===== src/rtl/kaufman_adaptive_moving_average_core_assert.svh =====
// ----------------------------------------------------------------------------
// KAMA assertion macros
// Concurrent assertion wrappers used by the adaptive average core. Define
// NO_ASSERTIONS to compile them away.
// ----------------------------------------------------------------------------
`ifndef KAUFMAN_ADAPTIVE_MOVING_AVERAGE_CORE_ASSERT_SVH
`define KAUFMAN_ADAPTIVE_MOVING_AVERAGE_CORE_ASSERT_SVH

`ifndef NO_ASSERTIONS

// Same-cycle implication or invariant, checked at every clock edge out of reset.
`define KAMA_ASSERT(name, clk, rst_n, prop, msg) \
    name: assert property (@(posedge clk) disable iff (!rst_n) prop) else $error(msg);

// Antecedent in one cycle, consequent in the next.
`define KAMA_ASSERT_NEXT(name, clk, rst_n, ante, cons, msg) \
    name: assert property (@(posedge clk) disable iff (!rst_n) (ante) |=> (cons)) else $error(msg);

`else

`define KAMA_ASSERT(name, clk, rst_n, prop, msg)

`define KAMA_ASSERT_NEXT(name, clk, rst_n, ante, cons, msg)

`endif

`endif


===== src/rtl/kama_ram.sv =====
`timescale 1ns / 1ps
// ----------------------------------------------------------------------------
// KAMA ring memory
// Simple dual-port synchronous RAM: one write port, one read port with a
// registered read.
// ----------------------------------------------------------------------------
module kama_ram #(
    parameter int DEPTH = 64,
    parameter int WIDTH = 32
) (
    input  logic                     i_clk,
    input  logic                     i_we,
    input  logic [$clog2(DEPTH)-1:0] i_waddr,
    input  logic [WIDTH-1:0]         i_wdata,
    input  logic [$clog2(DEPTH)-1:0] i_raddr,
    output logic [WIDTH-1:0]         o_rdata
);

    logic [WIDTH-1:0] r_mem [DEPTH];
    logic [WIDTH-1:0] r_rdata;

    always_ff @(posedge i_clk) begin
        if (i_we) begin
            r_mem[i_waddr] <= i_wdata;
        end
    end

    always_ff @(posedge i_clk) begin
        r_rdata <= r_mem[i_raddr];
    end

    assign o_rdata = r_rdata;

endmodule


===== config.mk =====
export PLATFORM = sky130hd
export DESIGN_NAME = kama_ram
export DESIGN_NICKNAME = d
export VERILOG_FILES = /design/src/rtl/kaufman_adaptive_moving_average_core_assert.svh /design/src/rtl/kama_ram.sv
export SDC_FILE = /design/constraint.sdc
export NUM_CORES = 2
export LEC_CHECK = 0
export BUFFER_PORTS_ARGS = -buffer_cell sky130_fd_sc_hd__buf_2
export CAP_MARGIN = 5
export CORE_MARGIN = 8
export CORE_UTILIZATION = 50
export CTS_CLUSTER_DIAMETER = 150
export DETAILED_ROUTE_END_ITERATION = 10
export PLACE_DENSITY = 0.64
export SLEW_MARGIN = 5
export SYNTH_ARGS = -nofsm -noshare
export SYNTH_HDL_FRONTEND = slang
export SYNTH_SLANG_ARGS = --single-unit
export TNS_END_PERCENT = 20

===== constraint.sdc =====
create_clock -name i_clk -period 10.15 [get_ports i_clk]
set_input_delay 3.045 -clock i_clk [delete_from_list [all_inputs] [get_ports i_clk]]
set_output_delay 3.045 -clock i_clk [all_outputs]
set_load 0.05 [all_outputs]

Word-level counts from Yosys, hierarchy flattened

Memories as Yosys holds them, arrays and structs flattened. A register that Yosys moved wholly into a read port is not among the register bits.
Index checks and enable logic that the tools add are counted.

Memories: 1
Output and inout port bits: 32
Input bits: 46
Logic and storage cells: 3
Register bits: 0
RAM bits: 2048

Muxes and demuxes: 2

Memory list:

| memory | words | bits a word | rd ports | clocked after memory_dff | write ports | line           | text |
|---|---|---|---|---|---|---|---|
| r_mem  | 64    | 32          | 1        | 1                        | 1           | kama_ram.sv:19 | `logic [WIDTH-1:0] r_mem [DEPTH];` |

Operator list:

| cell             | count |
|---|---|
| 1-bit 2-to-1 mux | 2 |

Longest topological paths before layout

Depth in word-level cells: 2
Gate-level depth with buffers: 10
Mapped depth without buffers: 5

Worst setup path after synthesis

OpenSTA, ideal clock, no wires.

Path type: input port to flip-flop
Start point: in i_waddr[3]
End point: mem r_mem[48][0], enable pin
Path buffers: 1
Stages: 4
Library setup time: 0.461 ns
Data required time: 9.689 ns
Data arrival time: 5.744 ns
Setup slack: 3.945 ns
Cell sequence: clkbuf_1 -> nor2b_1 -> nand4b_1 -> nor3_1

RTL lines:

| what        | line           | text |
|---|---|---|
| from (decl) | kama_ram.sv:13 | `input logic [$clog2(DEPTH)-1:0] i_waddr,` |
| to (decl)   | kama_ram.sv:19 |  |

Straight into the memory's write port.

==> metrics.txt <==
Final Skew=0.0250 ns; starting density of the core=0.503; Critical Path Sink Type=flop; die area=0.170 sq mm; first-pass GRT wire length=281000 microns; Max Freq=176 MHz; syn_nets=3370; RSZ-0062 raised after global routing=false; Post-Syn Area=0.0785 sq mm; type of the worst setup path=input pin to flop; Max H-tree Level=4; worst path arrival time=6.33 ns; post-synth top area share=0.783; Slew @ Worst Pin=1.20 ns; Pre-antenna DRT Iters=5; number of post-CTS setup repair buffers=0; Clock Power Share=0.413; Setup violations, final=0; Adder-Cell Fraction of Synth Area=0; asr flop ratio synth=0; VDD IR max=0.000173 V; Num Clock Sinks=2080; Commonest cells post-synth=edfxtp_1 (2048), mux4_2 (544), nor2_1 (137); layout cells sized above 1=0.288; minimum clock period=5.69 ns; Worst R2R Setup Slack=7.74 ns; Worst Hold Class=flop to flop; EDFF count, synth=2048; Die X=412 microns; largest family of logic cells by synthesized area=multiplexers; Buffers on Ports=77; count leader, synth=edfxtp_1; initial antenna violation count=16; Core ar.=0.156 sq mm; net load switching power=3.68 mW; RD Place Congestion=0.767; Fillers=11100; Power Internal=14.1 mW; via count=37100; register area share after synthesis=0.791; Seq pwr share=0.538; DR vias/cell=6.46; final hold viol count=0; post-synth cell types=34; DRC Markers=0; initial DRC count=4848; post-synthesis xor/xnor area fraction=0; Mapped Avg Cell Area=23.6 sq um; vias in the first global route=37700; Critical Path RT=10.78 ns; Syn Inst Count=3324; Routed Antenna Nets=0; Rows=145; Num CTS Buffers=199; leading area contributor after synthesis=edfxtp_1; Setup TNS Final=0 ns; total grt overflow=0; Routed WL per cell=34.9 microns; Max-Cap Viols=0; Critical Path Start Type=input pin; Logic pwr share=0.049; outcome=completed; clk buf depth=3; Root Driver=clkbuf_16; post-synthesis simple-gate area fraction=0.0127; mux cell area share after synthesis=0.168; largest net degree at the start of global routing=109; ranking of synthesized cells by area=edfxtp_1 (78%), mux4_2 (16%), mux2i_1 (1.2%), dfxtp_1 (0.82%), o22ai_1 (0.67%); worst skew pair latency=0.81 ns; Max-slew headroom=0.201; Leak=27.4 nW; WL final=200000 microns; Synth Register Bits=2080; Top FF cell, synth=edfxtp_1; post-CTS resize count=0; Layout Nets=3568; CTS tree=yes; area grow syn2layout=12.6%; all-layer global routing usage=0.234; Net Sw Frac=0.207; pwr/cell area=201 mW/mm^2; Post-CTS Hold Buffers=0; Final HPWL DP=104000 microns; worst-path maximum fanout=44; final number of max-transition violations=0; Tot Pwr=17.8 mW; final period utilization=0.561; Compound-Gate Fraction of Synth Area=0.0167; I/O pin total=78; register clock-pin slew on the reported worst setup and hold paths=0.06 ns; chip height=412 microns; yosys warns=0
[power groups by stage]
stage | clock network [mW] | logic (mW) | registers [mW]
floorplan | 0 | 0.462 | 9.77
detailed placement | 0 | 0.876 | 9.74
global route | 7.75 | 0.917 | 9.56
global placement | 0 | 0.851 | 9.73
finish | 7.34 | 0.867 | 9.56
CTS | 7.43 | 0.878 | 9.56
[routing by layer]
metal / routed length (microns) / global-route usage / share of wire / vias to the layer above
met3: 18300 / 0.0433 / 0.091 / 300
met2: 97200 / 0.377 / 0.48 / 1913
met4: 4820 / 0.0581 / 0.024 / 8
li1: - / - / - / 14700
met1: 80100 / 0.336 / 0.40 / 20200
met5: 55 / 0 / 0.00027 / -
[flip-flops by register name, indices dropped and copies added (netlist names)]
name and flops:
o_rdata 32, r_mem 2048
[path summary, 6_finish.rpt]
| path | depth (start not counted) | start | endpoint |
|---|---|---|---|
| worst min register to register | 4 | r_mem[13][17]$_DFFE_PP_ | o_rdata[17]$_DFF_P_ |
| worst max register to register | 4 | r_mem[46][12]$_DFFE_PP_ | o_rdata[12]$_DFF_P_ |
| worst min-delay path | 4 | r_mem[13][17]$_DFFE_PP_ | o_rdata[17]$_DFF_P_ |
| worst max-delay path | 7 | i_raddr[0] | o_rdata[25]$_DFF_P_ |
[layout make-up]
class                      count  area (sq um)  share of cell area
clock buffer                 259          5360              0.0606
tap                         2058          2570              0.0291
sequential                  2080         62100               0.703
timing repair buffer         179          1260              0.0142
clock inverter               105          1100              0.0124
multi-input combinational   1062         16000               0.181
antenna                        3          7.51           0.0000849
[kinds of logic (layout without fill, tap and decap cells)]
kind of cell	Yosys count	count (layout)
and+or+nand+nor	223	223
other	0	3
DFF	2080	2080
muxes	637	637
buffers and inverters	182	543
AOI/OAI and AO/OA	202	202
[worst max-delay path: stages]
cell      delay, ns
buf_8          0.39
buf_4          0.60
nand3b_1       0.63
o221ai_1       0.49
a21oi_1        0.13
a21oi_1        0.78
nor2_1         0.11
[cell usage in the layout (no fill, tap or decap), types with 62 or more instances in the layout]
master,count
buf_4,97
nor2_4,62
clkbuf_16,203
nor2_1,75
o22ai_1,84
mux4_2,544
edfxtp_1,2048
a21oi_1,62
mux2i_1,93
buf_2,73
[per-stage QoR]
step | hold WS (ns) | util | cell area, sq um | setup slack (ns) | std cells
CTS | 0.738 | 0.567 | 88400 | 4.48 | 5743
global placement | 0.708 | 0.525 | 81900 | 3.66 | 5379
finish | 0.743 | 0.567 | 88400 | 4.46 | 5746
floorplan | 0.663 | - | 78500 | 3.95 | 3324
global route | 0.780 | 0.567 | 88400 | 4.37 | 5743
detailed placement | 0.715 | 0.525 | 81900 | 3.61 | 5379
(Power assumes the default switching activity.)
