[src/rtl/kaufman_adaptive_moving_average_core_assert.svh]
// ----------------------------------------------------------------------------
// KAMA assertion macros
// Concurrent assertion wrappers used by the adaptive average core. Define
// NO_ASSERTIONS to compile them away.
// ----------------------------------------------------------------------------
`ifndef KAUFMAN_ADAPTIVE_MOVING_AVERAGE_CORE_ASSERT_SVH
`define KAUFMAN_ADAPTIVE_MOVING_AVERAGE_CORE_ASSERT_SVH

`ifndef NO_ASSERTIONS

// Same-cycle implication or invariant, checked at every clock edge out of reset.
`define KAMA_ASSERT(name, clk, rst_n, prop, msg) \
    name: assert property (@(posedge clk) disable iff (!rst_n) prop) else $error(msg);

// Antecedent in one cycle, consequent in the next.
`define KAMA_ASSERT_NEXT(name, clk, rst_n, ante, cons, msg) \
    name: assert property (@(posedge clk) disable iff (!rst_n) (ante) |=> (cons)) else $error(msg);

`else

`define KAMA_ASSERT(name, clk, rst_n, prop, msg)

`define KAMA_ASSERT_NEXT(name, clk, rst_n, ante, cons, msg)

`endif

`endif

[src/rtl/kama_pkg.sv]
`timescale 1ns / 1ps
// ----------------------------------------------------------------------------
// KAMA package
// Widths, reset values, register indexes, controller states and the divider
// request and status structs shared by the adaptive average core.
// ----------------------------------------------------------------------------
package kama_pkg;

    localparam int HISTORY_DEPTH = 64;
    localparam int ADDR_W        = $clog2(HISTORY_DEPTH);
    localparam int PRICE_W       = 32;
    localparam int FRAC_W        = 16;
    localparam int AVG_W         = 48;
    localparam int PATH_W        = 38;
    localparam int SEED_W        = 40;
    localparam int COUNT_W       = 16;
    localparam int WIN_W         = 6;
    localparam int PERIOD_W      = 8;
    localparam int COEF_W        = FRAC_W + 1;

    // configuration port
    localparam int CFG_IDX_W  = 2;
    localparam int CFG_DATA_W = 8;
    localparam logic [CFG_IDX_W-1:0] CFG_WINDOW = 2'd0;
    localparam logic [CFG_IDX_W-1:0] CFG_FAST   = 2'd1;
    localparam logic [CFG_IDX_W-1:0] CFG_SLOW   = 2'd2;

    localparam logic [WIN_W-1:0]    WINDOW_RST = 6'd10;
    localparam logic [PERIOD_W-1:0] FAST_RST   = 8'd2;
    localparam logic [PERIOD_W-1:0] SLOW_RST   = 8'd30;

    localparam logic [COEF_W-1:0] Q_ONE = {1'b1, {FRAC_W{1'b0}}};
    localparam int FAST_COEF_INT = (2 * (1 << FRAC_W)) / (int'(FAST_RST) + 1);
    localparam int SLOW_COEF_INT = (2 * (1 << FRAC_W)) / (int'(SLOW_RST) + 1);
    localparam logic [COEF_W-1:0] FAST_COEF_RST = COEF_W'(FAST_COEF_INT);
    localparam logic [COEF_W-1:0] SLOW_COEF_RST = COEF_W'(SLOW_COEF_INT);

    // iterative divider
    localparam int DIV_SH_W   = SEED_W + FRAC_W;
    localparam int DIV_REM_W  = PATH_W;
    localparam int DIV_CNT_W  = $clog2(DIV_SH_W + 1);
    // numerator 2.0 in Q.16 is an 18-bit value; left-aligned it is only the top bit
    localparam int COEF_NUM_W = FRAC_W + 2;
    localparam logic [DIV_SH_W-1:0] COEF_DIVIDEND = DIV_SH_W'(1) << (DIV_SH_W - 1);

    // shared multiplier: the 48-bit difference goes through in two halves
    localparam int MUL_A_W = AVG_W / 2;
    localparam int MUL_B_W = COEF_W;
    localparam int MUL_P_W = MUL_A_W + MUL_B_W;

    typedef enum logic [4:0] {
        S_IDLE,
        S_COEF_FAST,
        S_WAIT_FAST,
        S_COEF_SLOW,
        S_WAIT_SLOW,
        S_RD_PREV,
        S_RD_OLD,
        S_CALC,
        S_DECIDE,
        S_WAIT_ER,
        S_WAIT_SEED,
        S_MUL_FAST,
        S_MUL_SLOW,
        S_LIN,
        S_MUL_LIN,
        S_SC,
        S_MUL_LO,
        S_MUL_HI,
        S_UPDATE,
        S_OUT
    } t_state;

    typedef struct packed {
        logic                 start;
        logic [DIV_CNT_W-1:0] count;
        logic [DIV_REM_W-1:0] rem_init;
        logic [DIV_REM_W-1:0] divisor;
        logic [DIV_SH_W-1:0]  dividend;
    } t_div_req;

    typedef struct packed {
        logic busy;
        logic done;
    } t_div_rsp;

endpackage

[src/rtl/kama_div.sv]
`timescale 1ns / 1ps
// ----------------------------------------------------------------------------
// KAMA divider
// Restoring divider, one quotient bit per cycle. The dividend is loaded
// left-aligned and shifted out MSB first while quotient bits enter at the LSB.
// ----------------------------------------------------------------------------
module kama_div (
    input  logic                            i_clk,
    input  logic                            i_rst_n,
    input  kama_pkg::t_div_req              i_req,
    output kama_pkg::t_div_rsp              o_rsp,
    output logic [kama_pkg::DIV_SH_W-1:0]   o_quot
);
    import kama_pkg::*;

    logic [DIV_SH_W-1:0]  r_sh;
    logic [DIV_REM_W-1:0] r_rem;
    logic [DIV_REM_W-1:0] r_div;
    logic [DIV_CNT_W-1:0] r_cnt;
    logic                 r_busy;
    logic                 r_done;
    logic [DIV_REM_W:0]   rem_sh;
    logic [DIV_REM_W:0]   rem_sub;
    logic                 q_bit;

    // remainder stays below the divisor, so one compare and subtract per bit
    always_comb begin
        rem_sh  = {r_rem, r_sh[DIV_SH_W-1]};
        rem_sub = rem_sh - {1'b0, r_div};
        q_bit   = (rem_sh >= {1'b0, r_div});
    end

    always_ff @(posedge i_clk) begin
        if (!i_rst_n) begin
            r_busy <= 1'b0;
            r_done <= 1'b0;
            r_cnt  <= '0;
        end else begin
            r_done <= 1'b0;
            if (i_req.start) begin
                r_busy <= 1'b1;
                r_cnt  <= i_req.count;
            end else if (r_busy) begin
                r_cnt <= r_cnt - DIV_CNT_W'(1);
                if (r_cnt == DIV_CNT_W'(1)) begin
                    r_busy <= 1'b0;
                    r_done <= 1'b1;
                end
            end
        end
    end

    always_ff @(posedge i_clk) begin
        if (i_req.start) begin
            r_sh  <= i_req.dividend;
            r_rem <= i_req.rem_init;
            r_div <= i_req.divisor;
        end else if (r_busy) begin
            r_sh  <= {r_sh[DIV_SH_W-2:0], q_bit};
            r_rem <= q_bit ? rem_sub[DIV_REM_W-1:0] : rem_sh[DIV_REM_W-1:0];
        end
    end

    assign o_rsp.busy = r_busy;
    assign o_rsp.done = r_done;
    assign o_quot     = r_sh;

endmodule

[config.mk]
export PLATFORM = sky130hd
export DESIGN_NAME = kama_div
export DESIGN_NICKNAME = d
export VERILOG_FILES = /design/src/rtl/kaufman_adaptive_moving_average_core_assert.svh /design/src/rtl/kama_pkg.sv /design/src/rtl/kama_div.sv
export SDC_FILE = /design/constraint.sdc
export NUM_CORES = 1
export LEC_CHECK = 0
export CAP_MARGIN = 20
export CORE_MARGIN = 3
export CORE_UTILIZATION = 55
export CTS_BUF_LIST = sky130_fd_sc_hd__clkbuf_2 sky130_fd_sc_hd__clkbuf_4 sky130_fd_sc_hd__clkbuf_8
export CTS_CLUSTER_DIAMETER = 120
export DETAILED_ROUTE_END_ITERATION = 12
export DONT_BUFFER_PORTS = 1
export PLACE_DENSITY_LB_ADDON = 0.05
export SYNTH_ARGS = -nofsm -noshare
export SYNTH_HDL_FRONTEND = slang
export SYNTH_SLANG_ARGS = --single-unit
[constraint.sdc]
create_clock -name i_clk -period 4.75 [get_ports i_clk]
set_input_delay 0.475 -clock i_clk [delete_from_list [all_inputs] [get_ports i_clk]]
set_output_delay 0.475 -clock i_clk [all_outputs]
set_load 0.05 [all_outputs]
# Word level (Yosys, flattened, before mapping)

Cells that the tools add are included.

Output and inout port bits: 58
Input port bits: 141
Bits in registers: 140

Muxes and demuxes: 11
Bitwise operators: 2
Add/sub/neg operators: 2
Order comparisons: 1
Equal/unequal tests: 1
Reductions and logical operators: 2

Operator list:

| cell                                                 | number |
|---|---|
| 2-to-1 mux 38 bit                                    | 3 |
| 2-to-1 mux 56 bit                                    | 2 |
| greater-or-equal comparator 39 x 38 -> 1 bit         | 1 |
| subtractor 38 bit                                    | 1 |
| 2-to-1 mux 6 bit                                     | 2 |
| equality test 6 x 1 -> 1 bit (second input constant) | 1 |
| subtractor 6 x 1 -> 6 bit (second input constant)    | 1 |
| 2-to-1 mux 1 bit                                     | 4 |
| OR reduction 3 bit                                   | 1 |
| NOT 1 bit                                            | 2 |
| nonzero test 2 bit                                   | 1 |

# Longest topological paths before layout

Gate-level depths: netlist of run 1.

Depth after elaboration: 4
Gate-level depth with buffers: 13

# Least setup slack after synthesis of run 1

Ideal clock, no wire load.

Path type: flip-flop to flip-flop
Start point: register r_sh[55] (netlist: o_quot[55])
End point: register r_rem[34], data pin
Path slack: 1.255 ns
Data required time: 4.490 ns
Period minus slack after synthesis: 3.495 ns
Cell stages (with the launch flop): 14
Setup time: 0.260 ns
Arrival: 3.235 ns
Cell sequence: edfxtp_1 inv_1 ha_1 inv_1 fa_1 a211o_1 a21oi_1 o211ai_1 a221o_1 a22oi_1 nand2b_1 xor2_1 mux2_1 mux2_2

Word-level cells in the longest chain between the ends: 4
Elaborated cells between the ends (all ways): 5
Those cells by class: 1 x add/sub; 1 x order compare; 3 x mux

Ends and longest elaborated chain:

| item                                                                                     | RTL line                       | RTL |
|---|---|---|
| start, declared                                                                          | kama_div.sv:16                 | `logic [DIV_SH_W-1:0] r_sh;` |
| start signal, assigned                                                                   | kama_div.sv:55                 | `r_sh <= i_req.dividend;` |
| start signal, assigned                                                                   | kama_div.sv:59                 | `r_sh <= {r_sh[DIV_SH_W-2:0], q_bit};` |
| subtractor 38 bit / greater-or-equal comparator 39 x 38 -> 1 bit (equally long branches) | kama_div.sv:29, kama_div.sv:30 |  |
| 2-to-1 mux 38 bit *                                                                      | kama_div.sv:60                 | `r_rem <= q_bit ? rem_sub[DIV_REM_W-1:0] : rem_sh[DIV_REM_W-1:0];` |
| 2-to-1 mux 38 bit *                                                                      | kama_div.sv:58                 | `end else if (r_busy) begin` |
| 2-to-1 mux 38 bit *                                                                      | kama_div.sv:54                 | `if (i_req.start) begin` |
| end signal, assigned                                                                     | kama_div.sv:56                 | `r_rem <= i_req.rem_init;` |
| end signal, assigned                                                                     | kama_div.sv:60                 |  |
| end, declared                                                                            | kama_div.sv:17                 | `logic [DIV_REM_W-1:0] r_rem;` |

Mark *: on every way between the ends. The rest lies on a longest branch, timed or not. The select of a mux whose other input is x is not followed.
A chain may end at the register's enable or synchronous reset.

# Worst setup path after layout of run 1

Start point: register r_sh[55] (netlist: o_quot[55])
End point: register r_rem[29], data pin

Same word-level chain as after synthesis.

==> summary.md, run 1 <==
| Metric | Value |
|---|---|
| Nets | 835 |
| Clk buf depth | 2 |
| Synthesis-to-layout area growth | 5.90% |
| Post-synthesis mux area share | 0.160 |
| Top-count cell post-synth | edfxtp_1 |
| Port Buffers | 0 |
| Psw | 1.91 mW |
| Total of warnings raised by yosys | 0 |
| Share of post-route cells with drive strength above 1 | 0.221 |
| Initial DRC Count | 393 |
| Leakage | 3.39 nW |
| DR vias/cell | 5.95 |
| GPL Wtd Cong | 0.848 |
| Post-cts resize count | 0 |
| Initial antenna violation count | 0 |
| Synth Area in Simple Gates | 0.0769 |
| Kind of critical path | reg2reg |
| Clock slew at reported path FFs | 80 ps |
| Synth Instances | 662 |
| Worst endpoint required time | 4950 ps |
| Routed Antenna Nets | 0 |
| Clock Tree Root | clkbuf_8 |
| Fin. Hold Viols | 0 |
| Vias in the first global route | 5,266 |
| Post-synth top area cell | edfxtp_1 |
| Htree depth | 4 |
| Synth Cell Area | 8230 um^2 |
| Clk_lat worst skew | 450 ps |
| Worst hold path class | in2reg |
| Post-synth EDFFs | 132 |
| Die X-Extent | 128 um |
| Buffers and inverters on the worst path | 2 |
| Compound-Gate Fraction of Synth Area | 0.116 |
| GRT overflow | 0 |
| Vias | 5,061 |
| Vert. Die Dim | 128 um |
| Yosys cell types | 57 |
| DRC Markers | 0 |
| Slew Limit Headroom | 0.342 |
| Post-synthesis xor/xnor area fraction | 0.0415 |
| Overall power | 5.13 mW |
| First-pass GRT wire length | 27.1 mm |
| Startpoint types | flip-flop |
| Adder-Cell Fraction of Synth Area | 0.0633 |
| Fmax | 252 MHz |
| Internal power | 3.22 mW |
| I/O pins | 199 |
| Sw frac | 0.372 |
| Rows | 44 |
| CP delay by family, top | compound AO/OA/AOI/OAI gates |
| RSZ-0062 raised after global routing | false |
| Clock sink count | 140 |
| DP Cell Count | 818 |
| CP max stage delay | 630 ps |
| Pwr per Cell Area | 589 nW/um^2 |
| Slew Viols, Final | 0 |
| Core Area | 14,600 um^2 |
| Post-Layout Cell Count | 850 |
| Crit path time final | 3960 ps |
| DR pass1 iterations | 5 |
| Arrival time worst endpoint | 4160 ps |
| Async set-reset flop share out of synthesis | 0 |
| # Post-CTS Setup Buffers | 0 |
| CP max FO | 21 |
| Synthesized net count | 844 |
| GRT Resource Usage Total | 0.210 |
| Crit path cell chain | inv_1 -> ha_1 -> nor2b_1 -> o31a_1 -> o31ai_4 -> a2111oi_4 -> o41ai_4 -> o31ai_2 -> a31oi_4 -> buf_12 -> mux2_4 -> mux2_2 |
| Tcrit/Tclk final | 0.834 |
| TritonCTS Buffers | 17 |
| Maximum Capacitance Violations | 0 |
| Pin count of the biggest net entering global routing | 161 |
| Seq/Total Area, Yosys | 0.501 |
| Top_reg_cell synth | edfxtp_1 |
| Comb power frac | 0.430 |
| Antenna Cells | 0 |
| VDD IR-drop max | 0.291 mV |
| Area contributors post-synth | edfxtp_1 48%, mux2_2 11%, ha_1 6.1%, mux2_4 3.6%, xnor2_1 2.4% |
| Synthesized area per cell | 12.4 um^2 |
| Clock skew | 10.1 ps |
| Commonest cells post-synth | 132 x edfxtp_1, 81 x mux2_2, 47 x inv_1 |
| Main combinational cell family by area after synthesis | multiplexers |
| Final setup vio count | 0 |
| CP max-delay cell | edfxtp_1 |
| Setup crit end kind | flip-flop |
| Flop pwr share | 0.388 |
| Final wirelength | 16.9 mm |
| Outcome | finished, final reports clean |
| Top-area cell type share of the netlist area | 0.482 |
| Worst Tran Pin Value | 988 ps |
| Synth Register Bits | 140 |
| WL per Instance | 19.9 um |
| Dpl hpwl | 12.0 mm |
| Hold buffers post-CTS | 0 |
| TritonCTS clock tree | yes |
| Starting Density | 0.564 |
| Setup TNS | 0 ps |
| Clock power share | 0.182 |
| Die ar. | 16,500 um^2 |
## final timing paths
kind,startpoint,to,slack (ps),depth (start not counted)
worst min register to register,r_cnt[5],r_done,580,3
worst max-delay path,o_quot[55],r_rem[29],790,12
worst max register to register,o_quot[55],r_rem[29],790,12
worst min-delay path,i_req[90],r_div[34],110,0
## cell type report
cell class,count,area (um^2)
Sequential cell,140,4120
Tap cell,184,230
Multi-Input combinational cell,444,3770
Timing Repair Buffer,3,35.0
Clock inverter,14,136
Inverter,47,176
Fill cell,1198,5880
Clock buffer,18,241
## power by group through the flow
stage	sequential, mW	combinational [mW]	clock (mW)
after floorplan	1.96	1.88	0
after global placement	2.01	2.17	0
after detailed placement	2.01	2.20	0
after CTS	1.99	2.21	0.963
after global routing	2.02	2.44	1.02
final	1.99	2.21	0.933
## layout by cell type, fill, tap and decap left out, types with 14 or more instances in the layout
| cell type | instances |
|---|---|
| inv_1 | 47 |
| xnor2_1 | 23 |
| nor2_1 | 15 |
| mux2_4 | 20 |
| nand2_1 | 32 |
| xor2_1 | 16 |
| edfxtp_1 | 132 |
| a21o_1 | 14 |
| mux2_2 | 81 |
| a21oi_1 | 39 |
| o21ai_0 | 22 |
| clkbuf_8 | 17 |
| ha_1 | 40 |
## metal layers
metal	GRT usage	wire length (um)	up-vias
li1	-	-	2453
met1	0.265	7130	2425
met2	0.332	8160	169
met3	0.0871	1470	14
met4	0.0649	191	0
met5	0	0	-
## sequential cells by signal (all words and copies together) (netlist names)
register and count:
r_cnt 6, r_rem 38, r_done 1, r_div 38
r_busy 1, o_quot 56
## stage by stage
stage	util	hold WS (ps)	instance area [um^2]	setup slack, ps
2_1_floorplan	-	529	8230	1260
3_3_place_gp	0.571	563	8340	814
3_5_place_dp	0.571	563	8340	741
4_1_cts	0.597	66.1	8710	739
5_1_grt	0.597	60.3	8710	566
6_report	0.597	113	8710	787
## kinds of logic after synthesis
| kind of cell | after synthesis |
|---|---|
| muxes | 111 |
| xor gates and xnor gates | 39 |
| DFF | 140 |
| and+or+nand+nor | 120 |
| adders and majority gates | 41 |
| AOI/OAI and AO/OA | 133 |
| buffers and inverters | 78 |
(Power assumes the default switching activity.)
==> run 2, diff against run 1 <==
==> constraint.sdc (replaced) <==
create_clock -name i_clk -period 3.2 [get_ports i_clk]
set_input_delay 0.32 -clock i_clk [delete_from_list [all_inputs] [get_ports i_clk]]
set_output_delay 0.32 -clock i_clk [all_outputs]
set_load 0.05 [all_outputs]
==> run 2 against run 1 <==
  * The flow now finishes with violations (setup timing)
  * Sequential share of layout area decreased by 6.5 points
  * Via count increased by 11%
  * Clock power increased by 35%
  * Sequential cell count unchanged
==> summary.md, run 2 (same netlist as run 1, synthesis figures left out) <==
| Metric | Value |
|---|---|
| Outcome | complete, but fails checks (was finished, final reports clean) |
| Failing checks | setup timing |
| DRC Markers | 0 (unchanged) |
| Clk buf depth | 2 (unchanged) |
| Fmax | 301 MHz (was 252 MHz) |
| Worst setup margin | -123 ps (was 787 ps) |
| RSZ-0062 raised after global routing | true (was false) |
| Clk_lat worst skew | 440 ps (was 450 ps) |
| Leakage | 4.08 nW (was 3.39 nW) |
| FF-to-FF Start | r_rem[23] (was o_quot[55]) |
| Commonest non-fill, non-tap cell in the layout | edfxtp_1 (unchanged) |
| TritonCTS clock tree | yes (unchanged) |
| WL per Instance | 19.6 um (was 19.9 um) |
| Clock sink count | 140 (unchanged) |
| First-pass GRT wire length | 29.1 mm (was 27.1 mm) |
| Nets | 954 (was 835) |
| Worst Tran Pin Value | 606 ps (was 988 ps) |
| CP max FO | 6 (was 21) |
| Worst endpoint required time | 3400 ps (was 4950 ps) |
| Maximum Capacitance Violations | 0 (unchanged) |
| Max reg flops | 56 (unchanged) |
| Clock skew | 13.0 ps (was 10.1 ps) |
| Synthesis-to-layout area growth | 22.9% (was 5.90%) |
| GPL Wtd Cong | 0.896 (was 0.848) |
| Htree depth | 4 (unchanged) |
| Slew Viols, Final | 0 (unchanged) |
| Initial antenna violation count | 0 (unchanged) |
| Port Buffers | 0 (unchanged) |
| GRT Resource Usage Total | 0.226 (was 0.210) |
| GRT overflow | 0 (unchanged) |
| Die ar. | 16,500 um^2 (unchanged) |
| Kind of critical path | reg2reg (unchanged) |
| Startpoint types | flip-flop (unchanged) |
| Slew Limit Headroom | 0.596 (was 0.342) |
| CP max-delay cell | edfxtp_1 (unchanged) |
| Pwr per Cell Area | 862 nW/um^2 (was 589 nW/um^2) |
| Final setup vio count | 32 (was 0) |
| DR pass1 iterations | 4 (was 5) |
| I/O pins | 199 (unchanged) |
| Setup crit end kind | flip-flop (unchanged) |
| Core Area | 14,600 um^2 (unchanged) |
| CP max stage delay | 450 ps (was 630 ps) |
| TritonCTS Buffers | 17 (unchanged) |
| Layout Utilization | 0.693 (was 0.597) |
| Vias in the first global route | 5,764 (was 5,266) |
| Clock slew at reported path FFs | 80 ps (about the same) |
| VDD IR-drop max | 0.497 mV (was 0.291 mV) |
| Worst hold path class | in2reg (unchanged) |
| Clock Tree Root | clkbuf_8 (unchanged) |
| Crit path time final | 3320 ps (was 3960 ps) |
| Worst Setup SP | r_rem[23] (was o_quot[55]) |
| Starting Density | 0.564 (unchanged) |
| Arrival time worst endpoint | 3520 ps (was 4160 ps) |
| Share of post-route cells with drive strength above 1 | 0.332 (was 0.221) |
| FILL cells | 1,064 (was 1,198) |
| Dpl hpwl | 12.5 mm (was 12.0 mm) |
| Crit path cell chain | ha_4 -> a21oi_2 -> o21ai_1 -> nor4_2 -> nor4_2 -> o41ai_4 -> o31ai_4 -> a31oi_4 -> buf_12 -> clkbuf_16 -> mux2_4 -> mux2_4 (was inv_1 -> ha_1 -> nor2b_1 -> o31a_1 -> o31ai_4 -> a2111oi_4 -> o41ai_4 -> o31ai_2 -> a31oi_4 -> buf_12 -> mux2_4 -> mux2_2) |
| Cell area after layout | 10,100 um^2 (was 8710 um^2) |
| Vert. Die Dim | 128 um (unchanged) |
| Routed Antenna Nets | 0 (unchanged) |
| Fin. Hold Viols | 0 (unchanged) |
| DP Area | 8810 um^2 (was 8340 um^2) |
| Die X-Extent | 128 um (unchanged) |
| Initial DRC Count | 365 (was 393) |
| Vias | 5,597 (was 5,061) |
| Min-delay src | i_req[133] (was i_req[90]) |
| Leading cell types in the layout, fill and taps excluded | 132 x edfxtp_1, 66 x mux2_2, 65 x buf_4 (was 132 x edfxtp_1, 81 x mux2_2, 47 x inv_1) |
| DR vias/cell | 5.78 (was 5.95) |
| Antenna Cells | 0 (unchanged) |
| Final wirelength | 19.0 mm (was 16.9 mm) |
| Pin count of the biggest net entering global routing | 132 (was 161) |
| Tcrit/Tclk final | 1.04 (was 0.834) |
| Rows | 44 (unchanged) |
-- run 2: changes by cell type in the layout (fill, tap and decap cells not counted), sizes merged --
cell,before,now
dlygate4sd3,0,42
clkinv,4,8
inv,53,49
clkbuf,18,20
buf,3,78
bufinv,1,0
-- run 2: timing repair --
| item | CTS | global route |
|---|---|---|
| cloned | 1 | 2 |
| gates resized for setup | 15 | 54 |
| hold endpoints to repair | 71 | 1 |
| setup buffers | 5 | 9 |
| hold buffers | 42 | 1 |
| endpoints found under the setup margin | 29 | 38 |
| pin swaps | 6 | 18 |
-- run 2: worst paths after layout --
check	to	slack (ps)	cells past startpoint
setup / recovery	r_rem[29]	-120	12
setup reg to reg	r_rem[29]	-120	12
hold / removal	r_cnt[1]	50	2
hold reg to reg	r_done	590	3
-- run 2: where the power goes --
group | leakage, nW | internal (mW) | switching, mW
sequential | 1.38 | 2.47 | 0.495
clock | 0.170 | 0.544 | 0.714
combinational | 2.52 | 2.56 | 1.94
total | 4.08 | 5.57 | 3.15
-- run 2: per-layer routing --
layer / vias to the layer above / GRT usage / share of wire
met5: - / 0 / 0
met4: 0 / 0.0662 / 0.014
met3: 21 / 0.0771 / 0.077
met2: 191 / 0.380 / 0.50
met1: 2687 / 0.278 / 0.41
li1: 2698 / - / -
-- run 2: worst max-delay path: cells and delay by family, from the launching register on --
family                   cells  cell delay [ps]
AO/OA/AOI/OAI                5              960
multiplexers                 2              560
AND/OR/NAND/NOR              2              500
flip-flops                   1              450
buffers and inverters        2              330
adder cells (fa/ha/maj)      1              280
-- run 2: stage by stage --
step	cells	power, mW	TNS, ps	hold WS (ps)	worst slack (ps)
global placement	877	6.70	-1530	419	-98.8
finish	968	8.71	-2630	49.4	-123
floorplan	662	5.72	-3080	419	-157
detailed placement	877	6.73	-2580	419	-134
CTS	956	8.26	-1000	0.749	-68.0
global route	968	9.25	-5750	35.3	-206
-- run 2: area by class of cell --
class	instances	area (um^2)	share of cell area
clock buffers	18	241	0.0239
inverters	47	176	0.0175
repair buffers	122	1170	0.116
multi-input cells	444	4070	0.402
flip-flops and latches	140	4120	0.408
well taps	184	230	0.0228
clock inverters	13	97.6	0.00965
==> run 3, diff against run 2 <==
--- a/config.mk
+++ b/config.mk
@@ -5,6 +5,7 @@
 export SDC_FILE = /design/constraint.sdc
 export NUM_CORES = 1
 export LEC_CHECK = 0
+export ABC_CLOCK_PERIOD_IN_PS = 3350
 export CAP_MARGIN = 20
 export CORE_MARGIN = 3
 export CORE_UTILIZATION = 55
@@ -13,6 +14,7 @@
 export DETAILED_ROUTE_END_ITERATION = 12
 export DONT_BUFFER_PORTS = 1
 export PLACE_DENSITY_LB_ADDON = 0.05
+export REMOVE_ABC_BUFFERS = 1
 export SYNTH_ARGS = -nofsm -noshare
 export SYNTH_HDL_FRONTEND = slang
 export SYNTH_SLANG_ARGS = --single-unit
==> constraint.sdc (replaced) <==
create_clock -name i_clk -period 3.35 [get_ports i_clk]
set_input_delay 0.335 -clock i_clk [delete_from_list [all_inputs] [get_ports i_clk]]
set_output_delay 0.335 -clock i_clk [all_outputs]
set_load 0.05 [all_outputs]
==> run 3 against run 2 <==
  * Combinational power decreased by 12%
  * The flow now finishes without violations
  * Clock skew up 5.7 ps
  * Final area shrank 2.7%
  * Largest cell class unchanged
  * Worst setup slack improved by 140 ps
  * Via count down 1.2%
  * Sequential share of layout area up 1.1 points
  * Clock power increased by 9.5%
  * Final cell count shrank 2.4%
  * Critical path type unchanged
  * Sequential cell count unchanged
==> summary.md, run 3 (same netlist as run 1, synthesis figures left out) <==
| Metric | Value |
|---|---|
| Comb power frac | 0.485 (was 0.516) |
| I/O pins | 199 (unchanged) |
| Cell area after layout | 9840 um^2 (was 10,100 um^2) |
| Post-place setup slack | -58.8 ps (was -134 ps) |
| Worst hold slack | 68.4 ps (was 49.4 ps) |
| Core Area | 14,600 um^2 (unchanged) |
| Tcrit/Tclk final | 0.994 (was 1.04) |
| Leading cell types in the layout, fill and taps excluded | 132 x edfxtp_1, 75 x mux2_2, 44 x inv_1 (was 132 x edfxtp_1, 66 x mux2_2, 65 x buf_4) |
| Worst hold path class | in2reg (unchanged) |
| CP max FO | 7 (was 6) |
| FILL cells | 1,075 (was 1,064) |
| Worst Tran Pin Value | 735 ps (was 606 ps) |
| Final wirelength | 19.2 mm (was 19.0 mm) |
| TritonCTS clock tree | yes (unchanged) |
| Fmax | 300 MHz (was 301 MHz) |
| Crit. path cell count | 13 (was 12) |
| Cell repeated most along the worst path | o31ai_4 |
| Slew Viols, Final | 0 (unchanged) |
| RSZ-0062 raised after global routing | true (unchanged) |
| Die X-Extent | 128 um (unchanged) |
| Pin count of the biggest net entering global routing | 131 (was 132) |
| Startpoint types | flip-flop (unchanged) |
| Arrival time worst endpoint | 3530 ps (was 3520 ps) |
| Worst endpoint required time | 3550 ps (was 3400 ps) |
| CP max stage delay | 380 ps (was 450 ps) |
| WL per Instance | 20.4 um (was 19.6 um) |
| Clock power share | 0.168 (was 0.144) |
| Clock slew at reported path FFs | 90 ps (was 80 ps) |
| Rows | 44 (unchanged) |
| Vias | 5,531 (was 5,597) |
| FF-to-FF Start | r_div[1] (was r_rem[23]) |
| Pwr per Cell Area | 832 nW/um^2 (was 862 nW/um^2) |
| First-pass GRT wire length | 29.5 mm (was 29.1 mm) |
| Layout Utilization | 0.674 (was 0.693) |
| GRT Resource Usage Total | 0.232 (was 0.226) |
| Clock skew | 18.7 ps (was 13.0 ps) |
| Worst Setup SP | r_div[1] (was r_rem[23]) |
| Setup crit end kind | flip-flop (unchanged) |
| DR pass1 iterations | 4 (unchanged) |
| Htree depth | 4 (unchanged) |
| Routed Antenna Nets | 0 (unchanged) |
| Clock sink count | 140 (unchanged) |
| Dpl hpwl | 12.8 mm (was 12.5 mm) |
| Cell depth of the worst flop-to-flop path | 13 (was 12) |
| Min-delay src | i_req[133] (unchanged) |
| GPL Wtd Cong | 0.901 (was 0.896) |
| Initial antenna violation count | 2 (was 0) |
| Leakage | 3.90 nW (was 4.08 nW) |
| Outcome | finished, final reports clean (was complete, but fails checks) |
| Slew Limit Headroom | 0.509 (was 0.596) |
| R2r setup slk | 20 ps (was -120 ps) |
| GRT overflow | 0 (unchanged) |
| Final setup vio count | 0 (was 32) |
| Psw | 3.01 mW (was 3.15 mW) |
| Synthesis-to-layout area growth | 19.5% (was 22.9%) |
| RR Endpoint | r_rem[35] (was r_rem[29]) |
| DRC Markers | 0 (unchanged) |
| Initial DRC Count | 348 (was 365) |
| Crit path time final | 3330 ps (was 3320 ps) |
| TritonCTS Buffers | 17 (unchanged) |
| Die ar. | 16,500 um^2 (unchanged) |
| Flop pwr share | 0.347 (was 0.340) |
| Port Buffers | 0 (unchanged) |
| Nets | 927 (was 954) |
| Internal power | 5.17 mW (was 5.57 mW) |
| DR vias/cell | 5.85 (was 5.78) |
| Worst setup margin | 21.7 ps (was -123 ps) |
| Commonest non-fill, non-tap cell in the layout | edfxtp_1 (unchanged) |
| CP max-delay cell | edfxtp_1 (unchanged) |
| Kind of critical path | reg2reg (unchanged) |
| Fin. Hold Viols | 0 (unchanged) |
| Sw frac | 0.368 (was 0.361) |
| Clock Tree Root | clkbuf_8 (unchanged) |
| CP delay by family, top | compound AO/OA/AOI/OAI gates (unchanged) |
| Maximum Capacitance Violations | 0 (unchanged) |
| Hold Path Stages | 2 (unchanged) |
| Max reg flops | 56 (unchanged) |
| Vert. Die Dim | 128 um (unchanged) |
| Share of post-route cells with drive strength above 1 | 0.301 (was 0.332) |
| VDD IR-drop max | 0.446 mV (was 0.497 mV) |
| Clk buf depth | 2 (unchanged) |
| Starting Density | 0.564 (unchanged) |
| Vias in the first global route | 5,830 (was 5,764) |
| WHS Endpoint | r_cnt[1] (unchanged) |
| DP Area | 8590 um^2 (was 8810 um^2) |
| Setup TNS | 0 ps (was -2630 ps) |
| Crit path cell chain | inv_2 -> ha_4 -> nor2b_4 -> o31a_1 -> o31ai_4 -> a2111oi_4 -> o41ai_4 -> o31ai_4 -> a31oi_4 -> buf_6 -> buf_12 -> mux2_1 -> mux2_2 (was ha_4 -> a21oi_2 -> o21ai_1 -> nor4_2 -> nor4_2 -> o41ai_4 -> o31ai_4 -> a31oi_4 -> buf_12 -> clkbuf_16 -> mux2_4 -> mux2_4) |
| Buffers and inverters on the worst path | 3 (was 2) |
| Clk_lat worst skew | 450 ps (was 440 ps) |
[run 3: changes by cell type in the layout (fill, tap and decap cells not counted), moves of 4 or more]
cell      change
mux2_2        +9
buf_4        -24
mux2_4       -10
inv_6         +4
clkinv_2      -4
[run 3: layer usage]
layer | vias to the layer above | part of all wire | track usage
met3 | 17 | 0.081 | 0.0946
met5 | - | 0 | 0
met1 | 2673 | 0.39 | 0.266
li1 | 2653 | - | -
met2 | 188 | 0.51 | 0.395
met4 | 0 | 0.015 | 0.0755
[run 3: worst max path at each step]
| stage | end | slack, ps |
|---|---|---|
| floorplan | r_rem[3] | -660 |
| global route | r_rem[26] | -110 |
| global placement | r_rem[23] | -40 |
| detailed placement | r_rem[27] | -60 |
| CTS | r_rem[35] | -40 |
| finish | r_rem[35] | 20 |
[run 3: timing repair]
action                     in CTS  in global routing
setup endpoints to repair      24                 34
setup buffers                  12                  6
hold buffers                   42                  1
resized for setup               7                 48
pin swaps                       4                 25
gates cloned                    0                  1
hold endpoints to repair       74                  5
[run 3: per-stage QoR]
| stage | total power, mW | instances |
|---|---|---|
| 2_1_floorplan | 5.37 | 631 |
| 3_3_place_gp | 6.18 | 848 |
| 3_5_place_dp | 6.24 | 848 |
| 4_1_cts | 7.86 | 934 |
| 5_1_grt | 8.69 | 944 |
| 6_report | 8.19 | 945 |
[run 3: worst register-to-register path, cell delays in order, from the launching register on]
cell and delay (ps):
edfxtp_1 380, inv_2 110, ha_4 210, nor2b_4 120, o31a_1 320, o31ai_4 270
a2111oi_4 130, o41ai_4 310, o31ai_4 140, a31oi_4 210, buf_6 170, buf_12 140
mux2_1 320, mux2_2 260
[run 3: power groups by stage]
stage | logic (mW) | registers [mW] | clock network (mW)
floorplan | 2.59 | 2.79 | 0
global placement | 3.33 | 2.85 | 0
detailed placement | 3.39 | 2.85 | 0
CTS | 3.63 | 2.82 | 1.41
global route | 4.33 | 2.88 | 1.48
finish | 3.97 | 2.84 | 1.38
[run 3: cell type report]
type	count	area, um^2	share of cell area
antenna	3	7.51	0.000763
clock buffer	18	241	0.0246
clock inverter	14	151	0.0154
inverter	47	176	0.0179
multi-input combinational	444	3970	0.404
sequential	140	4120	0.419
tap	184	230	0.0234
timing repair buffer	95	933	0.0949
